File: src/stq_pkg.sv
`timescale 1ns / 1ps
`default_nettype none

package stq_pkg;

   localparam int QUEUE_DEPTH_DEF = 16;
   localparam int TIME_BITS_DEF   = 48;
   localparam int PORT_TIME_BITS  = 48;
   localparam int TICKET_BITS     = 32;
   localparam int MAX_RESULTS     = 16;
   localparam int POP_CNT_BITS    = $clog2(MAX_RESULTS);

   // Request kinds carried on req_tuser.
   localparam logic [1:0] REQ_SCHEDULE   = 2'd0;
   localparam logic [1:0] REQ_CANCEL     = 2'd1;
   localparam logic [1:0] REQ_RESCHEDULE = 2'd2;
   localparam logic [1:0] REQ_TICK       = 2'd3;

   // Result status codes carried on rsp_tuser.
   localparam logic [2:0] STAT_SCHEDULED   = 3'd0;
   localparam logic [2:0] STAT_CANCELLED   = 3'd1;
   localparam logic [2:0] STAT_NOT_FOUND   = 3'd2;
   localparam logic [2:0] STAT_RESCHEDULED = 3'd3;
   localparam logic [2:0] STAT_EXPIRED     = 3'd4;
   localparam logic [2:0] STAT_FULL        = 3'd5;
   localparam logic [2:0] STAT_NO_TICKET   = 3'd6;

   typedef enum logic [1:0] {
      OP_NOP,
      OP_INSERT,
      OP_REMOVE,
      OP_POP
   } cell_op_type;

   typedef enum logic [1:0] {
      S_IDLE,
      S_RESCH,
      S_TICK
   } state_type;

   // Flags handed from one cell to the next one down the row.
   typedef struct packed {
      logic keep;   // this cell holds a timer due no later than the new one
      logic match;  // the ticket was found in this cell or an earlier one
   } link_type;

endpackage

`default_nettype wire

File: src/stq_cell.sv
`timescale 1ns / 1ps
`default_nettype none

module stq_cell #(
   parameter int TIME_BITS = stq_pkg::TIME_BITS_DEF
) (
   input  wire                              clock,
   input  wire                              reset,
   input  stq_pkg::cell_op_type             cmd_op,
   input  wire  [TIME_BITS-1:0]             cmd_due,
   input  wire  [stq_pkg::TICKET_BITS-1:0]  cmd_ticket,
   input  wire                              prev_valid,
   input  wire  [TIME_BITS-1:0]             prev_due,
   input  wire  [stq_pkg::TICKET_BITS-1:0]  prev_ticket,
   input  stq_pkg::link_type                link_in,
   input  wire                              next_valid,
   input  wire  [TIME_BITS-1:0]             next_due,
   input  wire  [stq_pkg::TICKET_BITS-1:0]  next_ticket,
   output logic                             valid,
   output logic [TIME_BITS-1:0]             due,
   output logic [stq_pkg::TICKET_BITS-1:0]  ticket,
   output stq_pkg::link_type                link_out
);

   logic                             valid_ff, valid_in;
   logic [TIME_BITS-1:0]             due_ff, due_in;
   logic [stq_pkg::TICKET_BITS-1:0]  ticket_ff, ticket_in;
   logic                             keep_here;
   logic                             match_here;

   assign keep_here  = valid_ff && (due_ff <= cmd_due);
   assign match_here = valid_ff && (ticket_ff == cmd_ticket);

   assign link_out.keep  = keep_here;
   assign link_out.match = link_in.match | match_here;

   always_comb begin
      valid_in  = valid_ff;
      due_in    = due_ff;
      ticket_in = ticket_ff;
      case (cmd_op)
         stq_pkg::OP_INSERT: begin
            // Cells past the insertion point shift down by one.
            if (!keep_here) begin
               if (link_in.keep) begin
                  valid_in  = 1'b1;
                  due_in    = cmd_due;
                  ticket_in = cmd_ticket;
               end else begin
                  valid_in  = prev_valid;
                  due_in    = prev_due;
                  ticket_in = prev_ticket;
               end
            end
         end
         stq_pkg::OP_REMOVE: begin
            if (link_out.match) begin
               valid_in  = next_valid;
               due_in    = next_due;
               ticket_in = next_ticket;
            end
         end
         stq_pkg::OP_POP: begin
            valid_in  = next_valid;
            due_in    = next_due;
            ticket_in = next_ticket;
         end
         default: begin
         end
      endcase
   end

   always_ff @(posedge clock) begin
      if (reset) begin
         valid_ff <= 1'b0;
      end else begin
         valid_ff <= valid_in;
      end
   end

   always_ff @(posedge clock) begin
      due_ff    <= due_in;
      ticket_ff <= ticket_in;
   end

   assign valid  = valid_ff;
   assign due    = due_ff;
   assign ticket = ticket_ff;

endmodule

`default_nettype wire

File: config.mk
export PLATFORM = sky130hd
export DESIGN_NAME = stq_cell
export DESIGN_NICKNAME = d
export VERILOG_FILES = /design/src/stq_pkg.sv /design/src/stq_cell.sv
export SDC_FILE = /design/constraint.sdc
export NUM_CORES = 1
export LEC_CHECK = 0
export ABC_CLOCK_PERIOD_IN_PS = 6100
export BUFFER_PORTS_ARGS = -buffer_cell sky130_fd_sc_hd__buf_2
export CAP_MARGIN = 20
export CELL_PAD_IN_SITES_DETAIL_PLACEMENT = 1
export CELL_PAD_IN_SITES_GLOBAL_PLACEMENT = 2
export CORE_ASPECT_RATIO = 1.5
export CORE_MARGIN = 4
export CORE_UTILIZATION = 27
export CTS_BUF_LIST = sky130_fd_sc_hd__clkbuf_8 sky130_fd_sc_hd__clkbuf_16
export DETAILED_ROUTE_END_ITERATION = 10
export PLACE_DENSITY_LB_ADDON = 0.1
export REMOVE_ABC_BUFFERS = 1
export SKIP_LAST_GASP = 1
export SLEW_MARGIN = 10
export SYNTH_ARGS = -nofsm -noshare
export SYNTH_HDL_FRONTEND = slang
export SYNTH_SLANG_ARGS = --single-unit
File: constraint.sdc
create_clock -name clock -period 6.1 [get_ports clock]
set_input_delay 0.61 -clock clock [delete_from_list [all_inputs] [get_ports clock]]
set_output_delay 0.61 -clock clock [all_outputs]
set_load 0.1 [all_outputs]
# Word level (Yosys, flattened, before mapping)
# Cells that the tools add are included.
# Widths: inputs -> output; s select.
[op_classes] eq_ne=6 order_cmp=1 reduce_logical=4 mux=12 bitwise_logic=1
[op_table] operator="$mux 48" count=3
[op_table] operator="$pmux 48 s3" count=1
[op_table] operator="$mux 32" count=3
[op_table] operator="$pmux 32 s3" count=1
[op_table] operator="$le 48x48->1" count=1
[op_table] operator="$eq 32x32->1" count=1
[op_table] operator="$eq 2x2->1 const B" count=2
[op_table] operator="$ne 2x2->1 const B" count=2
[op_table] operator="$mux 1" count=3
[op_table] operator="$pmux 1 s3" count=1
[op_table] operator="$reduce_and 3->1" count=1
[op_table] operator="$reduce_bool 3->1" count=1
[op_table] operator="$eq 2x1->1 const B" count=1
[op_table] operator="$logic_and 1x1->1" count=2
[op_table] operator="$or 1x1->1" count=1
[word_totals] output_inout_bits=83 regBits=81

# Longest topological paths before layout
[logic_depth] word_depth=5 ltp_mapped=10 depth_no_buf=9

# Worst setup path before layout
# Ideal clock, no wire load.
[synth_timing] path_type="register to register" startpoint="register ticket_ff (netlist bit ticket[22])" endpoint="register due_ff[0] (netlist: due[0]), enable pin" path_slack_ns=1.429 setup_time_ns=0.435 t_arrival_ns=4.237 path_stages_with_launch=8 period_less_slack_ns=4.671 cell_sequence="edfxtp_1 > xnor2_1 > nand3_1 > nor4_1 > nand3_1 > nand2b_1 > o21ai_0 > a21bo_1"
[synth_lines] element="start, declared" line="stq_cell.sv:27" text="logic [stq_pkg::TICKET_BITS-1:0] ticket_ff, ticket_in;"
[synth_lines] element="start signal, assigned" line="stq_cell.sv:83" text="ticket_ff <= ticket_in;"
[synth_lines] element="end signal, assigned" line="stq_cell.sv:82" text="due_ff <= due_in;"
[synth_lines] element="end, declared" line="stq_cell.sv:26" text="logic [TIME_BITS-1:0] due_ff, due_in;"

==> summary.md <==
| Metric | Value |
|---|---|
| Initial antenna violation count | 2 |
| WL final | 20660 um |
| Power Total | 2.205 mW |
| Layout cells sized above 1 | 39.18% |
| Slew headroom | 41.44% |
| Seq pwr share | 33.6% |
| Critical path buffer and inverter count | 4 |
| Hold WC Path Type | primary input to register |
| Worst setup margin | 2.551 ns |
| CP max FO | 4 |
| Clk_skew | 0.006898 ns |
| Number of synthesized register bits | 81 |
| Slew @ Worst Pin | 0.8784 ns |
| Final hold violation count | 0 |
| Die W | 126.9 um |
| Detail Placement HPWL | 17210 um |
| Worst vdd rail ir drop | 0.1267 mV |
| Placed Cells | 1158 |
| Grt met3 use | 4.954% |
| GR Overflow Total | 0 |
| Pwr Density | 278.2 nW/um2 |
| Endpoints failing setup | 0 |
| DR vias/cell | 4.649 |
| Core ar. | 20980 um2 |
| Clk sink count | 81 |
| Max-slew violations | 0 |
| Crit Path Category | primary input to output pin |
| CTS tree | yes |
| Die area | 23660 um2 |
| Post-route ant nets | 0 |
| Worst EP required | 5.49 ns |
| P_leak | 3.947 nW |
| 1st-iter DRT viols | 147 |
| Worst EP arrival | 2.94 ns |
| Cell Int Power | 1.232 mW |
| Async SR Flop Fraction | 0% |
| Tot GR Track Use | 17.21% |
| Synth cell types | 37 |
| Pre-CTS WS | 2.116 ns |
| Max Cap Viol | 0 |
| DR DRC count | 0 |
| Rows | 65 |
| DR WL/cell | 17.59 um |
| Largest net degree at the start of global routing | 85 |
| Synth-to-Final Area Change | 38.40% |
| Dominant cells by area after synthesis | edfxtp_1 42%, mux2i_1 14%, ha_1 10% |
| M1 GR Usage | 17.64% |
| Crit-path leading delay family | simple AND/OR/NAND/NOR gates |
| Number of enable flip-flop cells after synthesis | 80 |
| Worst-case clock buffer depth | 2 |
| Syn Inst Count | 584 |
| Crit-path max cell delay | 0.62 ns |
| Clock power share | 24.4% |
| Critical path capture point type | output pin |
| Non-filler cells in the finished layout | 1175 |
| Reg clk slew, reported paths | 0.06 ns |
| Cts repair resizes | 0 |
| Synth warn | 0 |
| Fmax achieved | 0.2818 GHz |
| IO Pins | 331 |
| RSZ-0062 raised after global routing | no |
| Net Switching | 0.9738 mW |
| Top post-synthesis cells by count | 94 x nand2_1, 85 x o21ai_0, 80 x edfxtp_1, 80 x mux2i_1, 53 x inv_1 |
| Sw Ratio | 44.16% |
| Final net count | 1197 |
| Most frequent cell after synthesis | nand2_1 |
| Syn Area/Cell | 9.808 um2 |
| Combinational power share | 42.0% |
| Crit-path cells | buf_2, inv_1, ha_1, nand4_2, nor4_1, nand2_1, o32ai_2, o21ai_1, inv_1, buf_2 |
| CTS HTree Levels | 3 |
| Area share of the largest cell type after synthesis | 41.94% |
| Die height | 186.4 um |
| Type of origin of the critical path | primary input |
| Period utilisation layout | 58.18% |
| Final core utilization | 37.78% |
| First-pass GRT wire length | 32240 um |
| Min Tclk post-route | 3.549 ns |
| Slowest stage cell, crit path | nor4_1 |
| # port buffers | 330 |
| Outcome | finished, final reports clean |
| Top FF cell, synth | edfxtp_1 |
| Met2 Use GR | 32.50% |
| Routed via count | 5463 |
| Initial Util | 27.30% |
| Clk_lat worst skew | 0.34 ns |
| 1st-pass router iterations | 4 |
| Post-synthesis instance area | 5728 um2 |
| Setup TNS | 0 ns |
| TritonCTS buffer count | 9 |
| Gr busiest metal | met2 |
| Vias in the first global route | 6183 |
| Post-synth top area cell | edfxtp_1 |
| Gpl congestion | 0.8363 |
| Root Buffer | clkbuf_16 |
| Hold_buf cts | 0 |
| Seq/Total Area, Yosys | 42.29% |
| Post-CTS Setup Inserts | 0 |
==> path summary, 6_finish.rpt <==
check                                  from           to  slack, ns  cells past startpoint
worst max-delay path            cmd_due[46]  link_out[1]       2.55                     10
worst min-delay path                  reset        valid       0.48                      2
worst max register to register      due[46]      due[30]       2.59                      7
worst min register to register        valid        valid       0.70                      2
==> worst register-to-register path, cell delays in order, from the launching register on <==
cell      delay (ns)
edfxtp_1        0.39
ha_1            0.36
nand4_2         0.16
nor4_1          0.62
o32ai_2         0.20
o21ai_1         0.24
a21bo_4         0.73
buf_4           0.47
==> layout make-up <==
| type | instances | area [um2] |
|---|---|---|
| Multi-Input combinational cell | 422 | 2994 |
| Inverter | 53 | 198.9 |
| Antenna cell | 1 | 2.502 |
| Sequential cell | 81 | 2422 |
| Fill cell | 2552 | 13060 |
| Timing Repair Buffer | 334 | 1687 |
| Clock inverter | 7 | 62.56 |
| Clock buffer | 9 | 225.2 |
| Tap cell | 268 | 335.3 |
==> logic make-up (layout without fill, tap and decap cells) <==
| group | Yosys count | count (layout) | synth area share [%] |
|---|---|---|---|
| adder cells (fa/ha/maj) | 48 | 48 | 10.48 |
| buffers and inverters | 81 | 403 | 5.548 |
| other | 0 | 1 | 0 |
| multiplexers | 80 | 80 | 13.98 |
| AO/OA/AOI/OAI | 125 | 125 | 11.86 |
| XOR/XNOR | 31 | 31 | 4.740 |
| flip-flops | 81 | 81 | 42.29 |
| AND/OR/NAND/NOR | 138 | 138 | 11.10 |
==> power groups by stage <==
stage | registers [mW] | clock network, mW | logic [mW]
after floorplan | 1.22 | 0 | 0.213
after global placement | 0.752 | 0 | 0.930
after detailed placement | 0.754 | 0 | 0.940
after CTS | 0.744 | 0.561 | 0.941
after global routing | 0.752 | 0.577 | 0.991
final | 0.742 | 0.537 | 0.926
==> cell usage in the layout, fill, tap and decap left out, types with 7 or more instances in the layout <==
master     Yosys  final
nand3_1        7      7
clkbuf_16      0      9
xnor2_1       29     29
inv_1         53     54
nand4_1       16     16
o21ai_0       85     85
edfxtp_1      80     80
nand2_1       94     94
a21oi_1       24     24
mux2i_1       80     80
buf_2          8    328
ha_1          48     48
==> sequential cells by signal, indices dropped and copies added (netlist names) <==
signal,flops
due,48
ticket,32
valid,1
==> stage by stage <==
stage,instance area [um2],hold WS (ns)
CTS,7925,0.4656
global route,7928,0.4732
finish,7928,0.4821
detailed placement,7637,0.7100
global placement,7637,0.7016
floorplan,5609,0.7251
==> routing by layer <==
| metal | up-vias | wire length, um |
|---|---|---|
| met3 | 29 | 1620 |
| li1 | 2733 | - |
| met2 | 202 | 11140 |
| met1 | 2497 | 7373 |
| met4 | 2 | 517 |
| met5 | - | 11 |
Power figures use the tool's default switching activity.
